--- config.mk ---
export PLATFORM = sky130hd
export DESIGN_NAME = multi_button_debouncer
export DESIGN_NICKNAME = d
export VERILOG_FILES = /design/src/rtl/mbd_pkg.sv /design/src/rtl/multi_button_debouncer.sv /design/src/rtl/mbd_lane.sv /design/src/rtl/mbd_merge.sv
export VERILOG_INCLUDE_DIRS = /design/src /design/src/rtl
export SDC_FILE = /design/constraint.sdc
export NUM_CORES = 1
export LEC_CHECK = 0
export BUFFER_PORTS_ARGS = -buffer_cell sky130_fd_sc_hd__buf_2
export CELL_PAD_IN_SITES_DETAIL_PLACEMENT = 1
export CELL_PAD_IN_SITES_GLOBAL_PLACEMENT = 2
export CORE_AREA = 2 2 226 228
export DETAILED_ROUTE_END_ITERATION = 8
export DIE_AREA = 0 0 228 230
export PLACE_DENSITY_LB_ADDON = 0.1
export RECOVER_POWER = 100
export SLEW_MARGIN = 15
export SYNTH_ARGS = -nofsm -noshare
export SYNTH_HDL_FRONTEND = slang
export SYNTH_SLANG_ARGS = --single-unit
--- constraint.sdc ---
create_clock -name i_clk -period 5.3 [get_ports i_clk]
set_input_delay 0.265 -clock i_clk [delete_from_list [all_inputs] [get_ports i_clk]]
set_output_delay 0.265 -clock i_clk [all_outputs]
set_load 0.02 [all_outputs]
--- src/rtl/multi_button_debouncer_defines.svh ---
// assertion helpers for the multi-button debouncer
`ifndef MULTI_BUTTON_DEBOUNCER_DEFINES_SVH
`define MULTI_BUTTON_DEBOUNCER_DEFINES_SVH

`ifndef SYNTHESIS

`define MBD_ASSERT_IMP(label, ante, cons) \
    label: assert property (@(posedge i_clk) disable iff (!i_rst_n) (ante) |-> (cons)) \
        else $error("mbd same-cycle check failed");

`define MBD_ASSERT_NEXT(label, ante, cons) \
    label: assert property (@(posedge i_clk) disable iff (!i_rst_n) (ante) |=> (cons)) \
        else $error("mbd next-cycle check failed");

`else

`define MBD_ASSERT_IMP(label, ante, cons)

`define MBD_ASSERT_NEXT(label, ante, cons)

`endif

`endif

--- src/rtl/mbd_pkg.sv ---
package mbd_pkg;

    localparam int BUTTON_COUNT_DEF = 4;
    localparam int BTN_IDX_W        = 4;
    localparam int PIN_W            = 4;
    localparam int TIME_W           = 32;
    localparam int CFG_ADDR_W       = 4;
    localparam int CFG_DATA_W       = 16;

    localparam logic [7:0]  PRESS_DB_RST   = 8'd10;
    localparam logic [7:0]  RELEASE_DB_RST = 8'd10;
    localparam logic [15:0] DOUBLE_TO_RST  = 16'd500;
    localparam logic        ACTIVE_LVL_RST = 1'b0;

    localparam logic [CFG_ADDR_W-1:0] CFG_PRESS_DB   = 4'd0;
    localparam logic [CFG_ADDR_W-1:0] CFG_RELEASE_DB = 4'd1;
    localparam logic [CFG_ADDR_W-1:0] CFG_DOUBLE_TO  = 4'd2;
    localparam logic [CFG_ADDR_W-1:0] CFG_ACTIVE_LVL = 4'd3;

    localparam logic OP_EDGE = 1'b0;
    localparam logic OP_TICK = 1'b1;

    typedef enum logic [1:0] {
        PH_IDLE       = 2'd0,
        PH_PRESS_DB   = 2'd1,
        PH_PRESSED    = 2'd2,
        PH_RELEASE_DB = 2'd3
    } t_phase;

    typedef enum logic [1:0] {
        KIND_POLL_START = 2'd0,
        KIND_PRESS      = 2'd1,
        KIND_COMBINED   = 2'd2,
        KIND_DONE       = 2'd3
    } t_kind;

    typedef struct packed {
        logic [7:0]  press_db;
        logic [7:0]  release_db;
        logic [15:0] double_to;
        logic        active_lvl;
    } t_cfg;

    typedef struct packed {
        logic              edge_acc;
        logic              tick;
        logic              sel;
        logic              level;
        logic [TIME_W-1:0] now;
    } t_lane_cmd;

    typedef struct packed {
        logic started;
        logic held;
        logic busy;
    } t_lane_stat;

    typedef struct packed {
        logic                 edge_go;
        logic                 tick;
        logic                 busy_any;
        logic [BTN_IDX_W-1:0] btn;
    } t_merge_req;

endpackage

--- src/rtl/multi_button_debouncer.sv ---
// an item's results pass the merge pending queue, then the output register
// one result beat per cycle while the output is ready; the input is held until every result
//   of the item has left the serial result queue in the merge stage
// a tick carries up to BUTTON_COUNT results; an edge at most two
// reset (sync, active low) sets every button idle, clears valid marks and polling,
//   and loads the register defaults
module multi_button_debouncer #(
    parameter int BUTTON_COUNT = mbd_pkg::BUTTON_COUNT_DEF
) (
    input  logic                              i_clk,
    input  logic                              i_rst_n,
    input  logic                              s_axis_tvalid,
    output logic                              s_axis_tready,
    input  logic [39:0]                       s_axis_tdata, // btn_idx, now_ms, pin_levels
    input  logic [0:0]                        s_axis_tuser, // operation
    output logic                              m_axis_tvalid,
    input  logic                              m_axis_tready,
    output logic [7:0]                        m_axis_tdata, // button, polling_active, zero pad
    output logic [1:0]                        m_axis_tuser, // kind
    output logic                              m_axis_tlast,
    input  logic                              i_cfg_valid,
    output logic                              o_cfg_ready,
    input  logic [mbd_pkg::CFG_ADDR_W-1:0]    i_cfg_addr,
    input  logic [mbd_pkg::CFG_DATA_W-1:0]    i_cfg_data
);

    mbd_pkg::t_cfg                 r_cfg;
    logic                          in_acc;
    logic [mbd_pkg::BTN_IDX_W-1:0] in_idx;
    logic [mbd_pkg::TIME_W-1:0]    in_now;
    logic [mbd_pkg::PIN_W-1:0]     in_pins;
    logic [BUTTON_COUNT-1:0]       held;
    logic [BUTTON_COUNT-1:0]       busy;
    logic [BUTTON_COUNT-1:0]       started;
    logic [BUTTON_COUNT-1:0]       comb;
    mbd_pkg::t_merge_req           req;
    mbd_pkg::t_kind                out_kind;
    logic [1:0]                    out_btn;
    logic                          out_poll;
    logic                          merge_idle;

    assign in_idx  = s_axis_tdata[3:0];
    assign in_now  = s_axis_tdata[35:4];
    assign in_pins = s_axis_tdata[39:36];

    assign s_axis_tready = merge_idle;
    assign in_acc        = s_axis_tvalid && s_axis_tready;
    assign o_cfg_ready   = 1'b1;

    always_ff @(posedge i_clk) begin
        if (!i_rst_n) begin
            r_cfg.press_db   <= mbd_pkg::PRESS_DB_RST;
            r_cfg.release_db <= mbd_pkg::RELEASE_DB_RST;
            r_cfg.double_to  <= mbd_pkg::DOUBLE_TO_RST;
            r_cfg.active_lvl <= mbd_pkg::ACTIVE_LVL_RST;
        end else if (i_cfg_valid && o_cfg_ready) begin
            unique case (i_cfg_addr)
                mbd_pkg::CFG_PRESS_DB:   r_cfg.press_db   <= i_cfg_data[7:0];
                mbd_pkg::CFG_RELEASE_DB: r_cfg.release_db <= i_cfg_data[7:0];
                mbd_pkg::CFG_DOUBLE_TO:  r_cfg.double_to  <= i_cfg_data[15:0];
                mbd_pkg::CFG_ACTIVE_LVL: r_cfg.active_lvl <= i_cfg_data[0];
                default: ;
            endcase
        end
    end

    // lowest-index held button is not reported, every higher one is
    assign comb = held & (held - BUTTON_COUNT'(1));

    for (genvar g = 0; g < BUTTON_COUNT; g++) begin : g_lane
        mbd_pkg::t_lane_cmd  cmd;
        mbd_pkg::t_lane_stat stat;

        assign cmd.edge_acc = in_acc && (s_axis_tuser[0] == mbd_pkg::OP_EDGE);
        assign cmd.tick     = in_acc && (s_axis_tuser[0] == mbd_pkg::OP_TICK);
        assign cmd.sel      = (in_idx == mbd_pkg::BTN_IDX_W'(g));
        assign cmd.now      = in_now;
        if (g < mbd_pkg::PIN_W) begin : g_pin
            assign cmd.level = in_pins[g];
        end else begin : g_nopin
            assign cmd.level = 1'b0;
        end

        mbd_lane u_lane (
            .i_clk   (i_clk),
            .i_rst_n (i_rst_n),
            .i_cmd   (cmd),
            .i_cfg   (r_cfg),
            .i_clear (comb[g]),
            .o_stat  (stat)
        );

        assign held[g]    = stat.held;
        assign busy[g]    = stat.busy;
        assign started[g] = stat.started;
    end

    assign req.edge_go  = |started;
    assign req.tick     = in_acc && (s_axis_tuser[0] == mbd_pkg::OP_TICK);
    assign req.busy_any = |busy;
    assign req.btn      = in_idx;

    mbd_merge #(
        .BUTTON_COUNT (BUTTON_COUNT)
    ) u_merge (
        .i_clk         (i_clk),
        .i_rst_n       (i_rst_n),
        .i_req         (req),
        .i_comb        (comb),
        .i_tready      (m_axis_tready),
        .o_idle        (merge_idle),
        .o_valid       (m_axis_tvalid),
        .o_kind        (out_kind),
        .o_button      (out_btn),
        .o_poll_active (out_poll),
        .o_last        (m_axis_tlast)
    );

    assign m_axis_tuser = out_kind;
    assign m_axis_tdata = {5'd0, out_poll, out_btn};

endmodule

--- src/rtl/mbd_lane.sv ---
module mbd_lane (
    input  logic               i_clk,
    input  logic               i_rst_n,
    input  mbd_pkg::t_lane_cmd i_cmd,
    input  mbd_pkg::t_cfg      i_cfg,
    input  logic               i_clear,
    output mbd_pkg::t_lane_stat o_stat
);

    mbd_pkg::t_phase                 r_phase, n_phase;
    logic [mbd_pkg::TIME_W-1:0]      r_stamp, n_stamp;
    logic                            r_valid, n_valid;
    logic [mbd_pkg::TIME_W-1:0]      elapsed;
    logic                            pressed;
    logic                            press_done;
    logic                            release_done;

    // wraps modulo 2^32
    assign elapsed      = i_cmd.now - r_stamp;
    assign pressed      = (i_cmd.level == i_cfg.active_lvl);
    assign press_done   = (elapsed >= {24'd0, i_cfg.press_db});
    assign release_done = (elapsed >= {24'd0, i_cfg.release_db});

    always_comb begin
        o_stat.started = i_cmd.edge_acc && i_cmd.sel && (r_phase == mbd_pkg::PH_IDLE);
        o_stat.held    = (r_phase == mbd_pkg::PH_PRESSED) && r_valid
                         && (elapsed >= {16'd0, i_cfg.double_to});
        unique case (r_phase)
            mbd_pkg::PH_PRESS_DB:   o_stat.busy = 1'b1;
            mbd_pkg::PH_PRESSED:    o_stat.busy = 1'b1;
            mbd_pkg::PH_RELEASE_DB: o_stat.busy = !release_done;
            default:                o_stat.busy = 1'b0;
        endcase
    end

    always_comb begin
        n_phase = r_phase;
        n_stamp = r_stamp;
        n_valid = r_valid;
        if (o_stat.started) begin
            n_phase = mbd_pkg::PH_PRESS_DB;
            n_stamp = i_cmd.now;
            n_valid = 1'b1;
        end else if (i_cmd.tick) begin
            if (i_clear) begin
                n_valid = 1'b0;
            end
            unique case (r_phase)
                mbd_pkg::PH_PRESS_DB: begin
                    if (press_done) begin
                        if (pressed) begin
                            n_phase = mbd_pkg::PH_PRESSED;
                        end else begin
                            n_phase = mbd_pkg::PH_RELEASE_DB;
                            n_stamp = i_cmd.now;
                            n_valid = 1'b1;
                        end
                    end
                end
                mbd_pkg::PH_PRESSED: begin
                    if (!pressed) begin
                        n_phase = mbd_pkg::PH_RELEASE_DB;
                        n_stamp = i_cmd.now;
                        n_valid = 1'b1;
                    end
                end
                mbd_pkg::PH_RELEASE_DB: begin
                    if (release_done) begin
                        n_phase = mbd_pkg::PH_IDLE;
                        n_valid = 1'b0;
                    end
                end
                default: ;
            endcase
        end
    end

    always_ff @(posedge i_clk) begin
        if (!i_rst_n) begin
            r_phase <= mbd_pkg::PH_IDLE;
            r_valid <= 1'b0;
        end else begin
            r_phase <= n_phase;
            r_valid <= n_valid;
        end
    end

    always_ff @(posedge i_clk) begin
        r_stamp <= n_stamp;
    end

endmodule

--- src/rtl/mbd_merge.sv ---
`include "multi_button_debouncer_defines.svh"

module mbd_merge #(
    parameter int BUTTON_COUNT = mbd_pkg::BUTTON_COUNT_DEF
) (
    input  logic                    i_clk,
    input  logic                    i_rst_n,
    input  mbd_pkg::t_merge_req     i_req,
    input  logic [BUTTON_COUNT-1:0] i_comb,
    input  logic                    i_tready,
    output logic                    o_idle,
    output logic                    o_valid,
    output mbd_pkg::t_kind          o_kind,
    output logic [1:0]              o_button,
    output logic                    o_poll_active,
    output logic                    o_last
);

    logic                          r_pend_poll, n_pend_poll;
    logic                          r_pend_press, n_pend_press;
    logic                          r_pend_done, n_pend_done;
    logic [BUTTON_COUNT-1:0]       r_pend_comb, n_pend_comb;
    logic [mbd_pkg::BTN_IDX_W-1:0] r_btn, n_btn;
    logic                          r_polling, n_polling;

    logic                          r_out_valid, n_out_valid;
    mbd_pkg::t_kind                r_out_kind, n_out_kind;
    logic [1:0]                    r_out_btn, n_out_btn;
    logic                          r_out_poll, n_out_poll;
    logic                          r_out_last, n_out_last;

    logic                          pend_any;
    logic                          out_free;
    logic [mbd_pkg::BTN_IDX_W-1:0] low_idx;

    assign pend_any = r_pend_poll || r_pend_press || r_pend_done || (|r_pend_comb);
    assign out_free = !r_out_valid || i_tready;

    // lowest pending combined press
    always_comb begin
        low_idx = '0;
        for (int i = BUTTON_COUNT - 1; i >= 0; i--) begin
            if (r_pend_comb[i]) begin
                low_idx = mbd_pkg::BTN_IDX_W'(i);
            end
        end
    end

    always_comb begin
        n_pend_poll  = r_pend_poll;
        n_pend_press = r_pend_press;
        n_pend_done  = r_pend_done;
        n_pend_comb  = r_pend_comb;
        n_btn        = r_btn;
        n_polling    = r_polling;
        n_out_valid  = r_out_valid;
        n_out_kind   = r_out_kind;
        n_out_btn    = r_out_btn;
        n_out_poll   = r_out_poll;
        n_out_last   = r_out_last;

        if (out_free) begin
            n_out_valid = pend_any;
            n_out_poll  = r_polling;
            priority if (r_pend_poll) begin
                n_out_kind  = mbd_pkg::KIND_POLL_START;
                n_out_btn   = r_btn[1:0];
                n_out_last  = 1'b0;
                n_pend_poll = 1'b0;
            end else if (r_pend_press) begin
                n_out_kind   = mbd_pkg::KIND_PRESS;
                n_out_btn    = r_btn[1:0];
                n_out_last   = 1'b1;
                n_pend_press = 1'b0;
            end else if (|r_pend_comb) begin
                n_out_kind  = mbd_pkg::KIND_COMBINED;
                n_out_btn   = low_idx[1:0];
                n_out_last  = 1'b0;
                // drop the lowest pending bit
                n_pend_comb = r_pend_comb & (r_pend_comb - BUTTON_COUNT'(1));
            end else begin
                // a pending done gives the last beat; with nothing pending the beat stays invalid
                n_out_kind  = mbd_pkg::KIND_DONE;
                n_out_btn   = 2'd0;
                n_out_last  = 1'b1;
                n_pend_done = 1'b0;
            end
        end

        // loads only happen with nothing queued
        if (i_req.edge_go) begin
            n_pend_poll  = !r_polling;
            n_pend_press = 1'b1;
            n_btn        = i_req.btn;
            n_polling    = 1'b1;
        end else if (i_req.tick) begin
            n_pend_comb = i_comb;
            n_pend_done = 1'b1;
            n_polling   = i_req.busy_any;
        end
    end

    always_ff @(posedge i_clk) begin
        if (!i_rst_n) begin
            r_pend_poll  <= 1'b0;
            r_pend_press <= 1'b0;
            r_pend_done  <= 1'b0;
            r_pend_comb  <= '0;
            r_polling    <= 1'b0;
            r_out_valid  <= 1'b0;
        end else begin
            r_pend_poll  <= n_pend_poll;
            r_pend_press <= n_pend_press;
            r_pend_done  <= n_pend_done;
            r_pend_comb  <= n_pend_comb;
            r_polling    <= n_polling;
            r_out_valid  <= n_out_valid;
        end
    end

    always_ff @(posedge i_clk) begin
        r_btn      <= n_btn;
        r_out_kind <= n_out_kind;
        r_out_btn  <= n_out_btn;
        r_out_poll <= n_out_poll;
        r_out_last <= n_out_last;
    end

    assign o_idle        = !pend_any;
    assign o_valid       = r_out_valid;
    assign o_kind        = r_out_kind;
    assign o_button      = r_out_btn;
    assign o_poll_active = r_out_poll;
    assign o_last        = r_out_last;

    `MBD_ASSERT_IMP(a_load_only_when_empty, i_req.edge_go || i_req.tick, !pend_any)
    `MBD_ASSERT_NEXT(a_tick_queues_done, i_req.tick, r_pend_done)
    `MBD_ASSERT_IMP(a_comb_before_done, |r_pend_comb, r_pend_done)
    `MBD_ASSERT_IMP(a_comb_never_last, r_out_valid && r_out_kind == mbd_pkg::KIND_COMBINED, !r_out_last)

endmodule
After elaboration in Yosys (flattened, before gate mapping). Index checks and enable logic that the tools add are counted.

Output and inout port bits: 14. Bits in registers: 190. Logic and storage cells: 294. Input port bits: 66.

Reduce and logical (&&, ||, !) cells: 83. Muxes and demuxes: 110. Bitwise logic cells: 4. Equality and inequality tests: 47. $lt $le $gt $ge: 12. $add $sub $neg: 6.

Operators by type and width (count): $mux W32 (16); $ge A32 B8 Y1 (8); $pmux W32 S2 (4); $ge A32 B16 Y1 (4); $sub A32 B32 Y32 (4); $mux W1 (53); $reduce_and A5 Y1 (8); $mux W2 (19); $mux W4 (6); $ne A3 B2 Y1 const B (8); $pmux W2 S3 (4); $reduce_bool A3 Y1 (8); $logic_and A1 B1 Y1 (19); $reduce_or A2 Y1 (9); $eq A2 B2 Y1 const B (8); $eq A4 B2 Y1 const B (4); $ne A2 B1 Y1 const B (8); $reduce_bool A4 Y1 (4); $ne A3 B3 Y1 const B (4); $pmux W1 S3 (4); $reduce_and A3 Y1 (4); $reduce_bool A2 Y1 (6); $reduce_or A4 Y1 (3); $ne A2 B2 Y1 const B (5); 12 further kinds (42).

Logic depth before layout (Yosys ltp).
Depth in word-level cells: 11. Mapped depth: 19. Gate-level depth less buffers: 19.

Hierarchy. A second synthesis with hierarchy kept.

Cell total of the unflattened synthesis: 2303. Area total of the unflattened synthesis: 19188.4 sq um.

By module, submodules not included: mbd_lane at g_lane[0].u_lane ... (cells an instance 515, instances 3, area an instance 4221.5 sq um, seq. area each 1021.0 sq um); mbd_lane at g_lane[2].u_lane (cells an instance 538, instances 1, area an instance 4351.7 sq um, seq. area each 1021.0 sq um); multi_button_debouncer (cells an instance 158, instances 1, area an instance 1498.9 sq um, seq. area each 660.6 sq um); mbd_merge (cells an instance 62, instances 1, area an instance 673.1 sq um, seq. area each 390.4 sq um).

Worst setup path before layout. OpenSTA, ideal clock, no wires.

Path type: input port to flip-flop. Start point: in s_axis_tdata[4]. End point: reg g_lane[3].u_lane.r_stamp[0] (netlist bit), enable pin. Cell stages on the path: 14. Data required time: 4.859 ns. Path buffers: 0. Setup slack: 0.079 ns. Setup time: 0.441 ns. Arrival: 4.780 ns. Cells stage by stage: inv_1 -> ha_1 -> inv_1 -> fa_1 -> a211oi_1 -> o211ai_1 -> a21oi_1 -> o21ai_0 -> or4b_2 -> nand3_1 -> nor4_1 -> nor4b_1 -> and3_1 -> a31oi_1.

Longest elaborated chain between the ends: 4.

Ends and longest elaborated chain: from (decl) (line multi_button_debouncer.sv:14) `input logic [39:0] s_axis_tdata,`; $sub A32 B32 Y32 (line mbd_lane.sv:19) `assign elapsed = i_cmd.now - r_stamp;`; $ge A32 B8 Y1 (line mbd_lane.sv:21) `assign press_done = (elapsed >= {24'd0, i_cfg.press_db});`; $ne A3 B2 Y1 (no source line); $reduce_and A3 Y1 (no source line); to (signal assigned) (line mbd_lane.sv:89) `r_stamp <= n_stamp;`; to (decl) (line mbd_lane.sv:11) `logic [mbd_pkg::TIME_W-1:0] r_stamp, n_stamp;`.

No other way between the ends. A chain may end at the register's enable or synchronous reset.

Final worst setup path.
Start point: in s_axis_tdata[4]. End point: reg g_lane[1].u_lane.r_stamp[28] (netlist bit), enable pin.

Longest elaborated chain between the ends: 4.

Ends and longest elaborated chain (line): $sub A32 B32 Y32 (mbd_lane.sv:19); $ge A32 B8 Y1 (mbd_lane.sv:21); $ne A3 B2 Y1 (no source line); $reduce_and A3 Y1 (no source line); to (signal assigned) (mbd_lane.sv:89); to (decl) (mbd_lane.sv:11).

No other way between the ends.

==> flow_summary_export.csv <==
group,metric,value,unit
status,outcome,"complete, but fails checks",
status,violations,"capacitance limit, slew limit",
clock_network,cts_buffers,17,
placed_design,place_congestion,0.8309,
yosys,synth_area_leader_cell,"edfxtp_1",
timing,finalSetupViolCount,0,
global_route,track_usage,0.2359,
yosys,synth_area,17880,µm²
routing,drtPass1Iterations,5,
setup_path,critPathSlowestCell,"or4_1",
timing,rsz0062_at_grt,"no",
final_layout,area_growth,10.27,%
run,cap_violations,1,
routing,ant_nets,0,
placed_design,post-place-cells,2795,
global_route,grt_pass1_wl,96.63,mm
placed_design,hpwl,49.89,mm
yosys,yosysUniqueCellTypes,87,
clock_network,postCtsResizedCells,0,
yosys,async_flop_share,0,
timing,post-route-period-util,0.9472,
global_route,grt_start_max_net_pins,37,
yosys,synth_top_area_frac,0.2267,
timing,period_needed,5.020,ns
worst_hold_path,worstHoldPathCells,3,
clock_network,clk_pin_slew,0.07,ns
worst_hold_path,min_path_type,"in -> reg",
yosys,synth_seq_cells,189,
setup_path,required,5.45,ns
setup_path,worstRegToRegCells,13,
clock_network,cts_tree,"yes",
yosys,synth_ff_type,"edfxtp_1",
setup_path,crit_type,"in -> reg",
setup_path,crit_family,"simple AND/OR/NAND/NOR gates",
final_layout,nets,2509,
global_route,gr-total-overflow,0,
timing,worst_pin_slew,1.850,ns
setup_path,slowest_delay,0.59,ns
yosys,yosys-top-cells-area,"edfxtp_1 23%, ha_1 20%, dfxtp_1 6.0%",
placed_design,numPortBuffers,73,
yosys,yosys_warnings,0,
final_layout,fin_util,0.3954,
setup_path,crit_fanout,32,
setup_path,crit_chain,"dlygate4sd3_1 -> clkbuf_1 -> inv_1 -> ha_1 -> fa_1 -> nand2b_1 -> a21oi_1 -> o21ai_0 -> o21ai_2 -> a21oi_1 -> xnor2_1 -> or4_1 -> or4_1 -> nor2_1 -> a31oi_4 -> clkbuf_4",
setup_path,cp.arrival,5.17,ns
die,core_area,49860,µm²
setup_path,end_kind,"flip-flop",
pwr,total_power,4.093,mW
timing,hold_viol,0,
global_route,antenna_found_initial,1,
yosys,synthCells,2081,
timing,fin_tns_setup,0,ns
routing,via_per_inst,5.637,
pwr,peakVddDrop,0.2127,mV
setup_path,path_buf_inv,4,
timing,max_freq,0.1992,GHz
pwr,p_leak,8.133,nW
timing,finalMaxSlewViolations,11,
setup_path,cp.depth,16,
routing,vias,16010,
clock_network,clock_sinks,189,
clock_network,cts-root-buf,"clkbuf_16",
timing,max_slew_margin,-0.2360,
clock_network,clock_tree.buffer_depth,2,
final_layout,drive_gt1_frac,0.04797,
yosys,avgSynthCellArea,8.592,µm²
pwr,pwr_density_cell,207.6,nW/µm²
final_layout,most-common-layout-cells,"284 x ha_1, 201 x inv_1, 196 x a21oi_1, 179 x nand2_1, 135 x edfxtp_1",
die,dieHeight,230,µm
die,ioPinCount,80,
final_layout,antennaDiodeCount,0,
clock_network,h-tree-depth,4,
timing,fin_skew,0.008753,ns
routing,drtIter0Drc,679,
global_route,grt_pass1_vias,16630,
die,die_w,228,µm
die,initial_utilization,0.3586,
yosys,yosysSeqAreaShare,0.2872,
clock_network,clk_latency,0.50,ns
final_layout,n_fill_cell,5922,
routing,avgRoutedWirePerCell,21.52,µm
routing,drc,0,
final_layout,layout.cells.non_filler,2840,
yosys,synth-edff-count,135,
die,fp-row-count,82,
final_layout,layout.cells.most_common,"ha_1",
setup_path,start_kind,"input port",
die,fp.dieArea,52440,µm²
routing,wl,61.11,mm
==> synthesized netlist by cell type, types with 7 or more instances <==
cell         n
nor4_1      19
o31ai_1     16
a21oi_1    195
clkbuf_1    40
nand3_1     44
xnor2_1     56
ha_1       284
edfxtp_1   135
a211oi_1    38
dfxtp_1     54
buf_4        8
xor2_1      38
o21bai_1     9
a31oi_1     18
o21ai_0    132
and3_1      21
and4_1       7
nor3_1      36
nand4_1     33
nand2b_1    31
nor3b_1      7
nor2b_1     23
o211a_1     10
o211ai_1    33
mux2i_1     22
o2111ai_1    8
o21a_1      23
a221oi_1     7
and2_1      18
nor2_1     133
inv_1      201
o41ai_1      7
nand2_1    179
a21o_1      33
or3_1       16
==> per-stage QoR <==
step	setup WS (ns)	hold WS, ns	area (µm²)
global placement	0.5810	0.4447	19080
CTS	0.4278	0.008094	19820
detailed placement	0.4554	0.4502	19080
floorplan	0.07933	0.3639	17890
finish	0.2798	0.03719	19720
global route	0.05623	0.03576	19720
==> cell type report <==
| type | count | area [µm²] | share of cell area |
|---|---|---|---|
| multi-input combinational | 1642 | 11830 | 0.5999 |
| timing repair buffer | 103 | 544.3 | 0.02761 |
| tap | 672 | 840.8 | 0.04265 |
| clock buffer | 18 | 429.2 | 0.02177 |
| sequential | 189 | 5135 | 0.2605 |
| inverter | 202 | 758.2 | 0.03846 |
| clock inverter | 14 | 181.4 | 0.009202 |
==> metal layers <==
metal | wire length, µm | global-route usage | share of wire | up-vias
li1 | - | - | - | 7827
met1 | 29550 | 0.3115 | 0.48 | 7995
met2 | 29680 | 0.4143 | 0.49 | 154
met3 | 1197 | 0.02765 | 0.020 | 34
met4 | 687 | 0.04902 | 0.011 | 0
met5 | 0 | 0 | 0 | -
==> repair_timing <==
item | CTS | global route
hold buffers | 13 | 0
hold endpoints to repair | 16 | 0
endpoints found under the setup margin | 0 | 0
buffers inserted | 0 | 0
==> cell families (layout without fill, tap and decap cells) <==
logic type,Yosys count,after routing,share of synthesized area
mux,24,24,0.01358
simple gates,597,597,0.1645
flops,189,189,0.2872
compound gates,633,633,0.2300
xor+xnor,94,94,0.04605
other cells,2,6,0.0004200
fa+ha+maj,288,288,0.2032
buf+inv,254,337,0.05507
==> final timing paths <==
check	to	slack (ns)	startpoint
setup / recovery	g_lane[1].u_lane.r_stamp[28]$_DFFE_PP_	0.28	s_axis_tdata[4]
hold / removal	r_cfg[7]$_SDFFE_PN1P_	0.04	i_cfg_data[6]
setup reg to reg	g_lane[1].u_lane.r_stamp[28]$_DFFE_PP_	0.57	g_lane[1].u_lane.r_stamp[0]$_DFFE_PP_
hold reg to reg	r_cfg[12]$_SDFFE_PN0P_	0.46	r_cfg[12]$_SDFFE_PN0P_
==> sequential cells by signal, indices dropped and copies added, names as in the netlist <==
register,cells
u_merge.r_pend_press,1
u_merge.o_button,2
g_lane.u_lane.r_stamp,128
u_merge.r_pend_poll,1
u_merge.r_btn,2
u_merge.o_kind,2
u_merge.r_polling,1
u_merge.r_pend_comb,4
g_lane.u_lane.r_valid,4
u_merge.r_pend_done,1
u_merge.o_poll_active,1
r_cfg,33
u_merge.o_valid,1
g_lane.u_lane.r_phase,8
==> report_power, final <==
part	internal (mW)	leakage, nW	switching (mW)
Clock	0.751	0.290	0.661
Sequential	1.60	1.66	0.00812
Combinational	0.389	6.18	0.685
Total	2.74	8.13	1.35
==> worst min-delay path: stages <==
cell and delay [ns]:
buf_2 0.11, nand2_1 0.05, o211ai_1 0.08
Power figures use the tool's default switching activity.
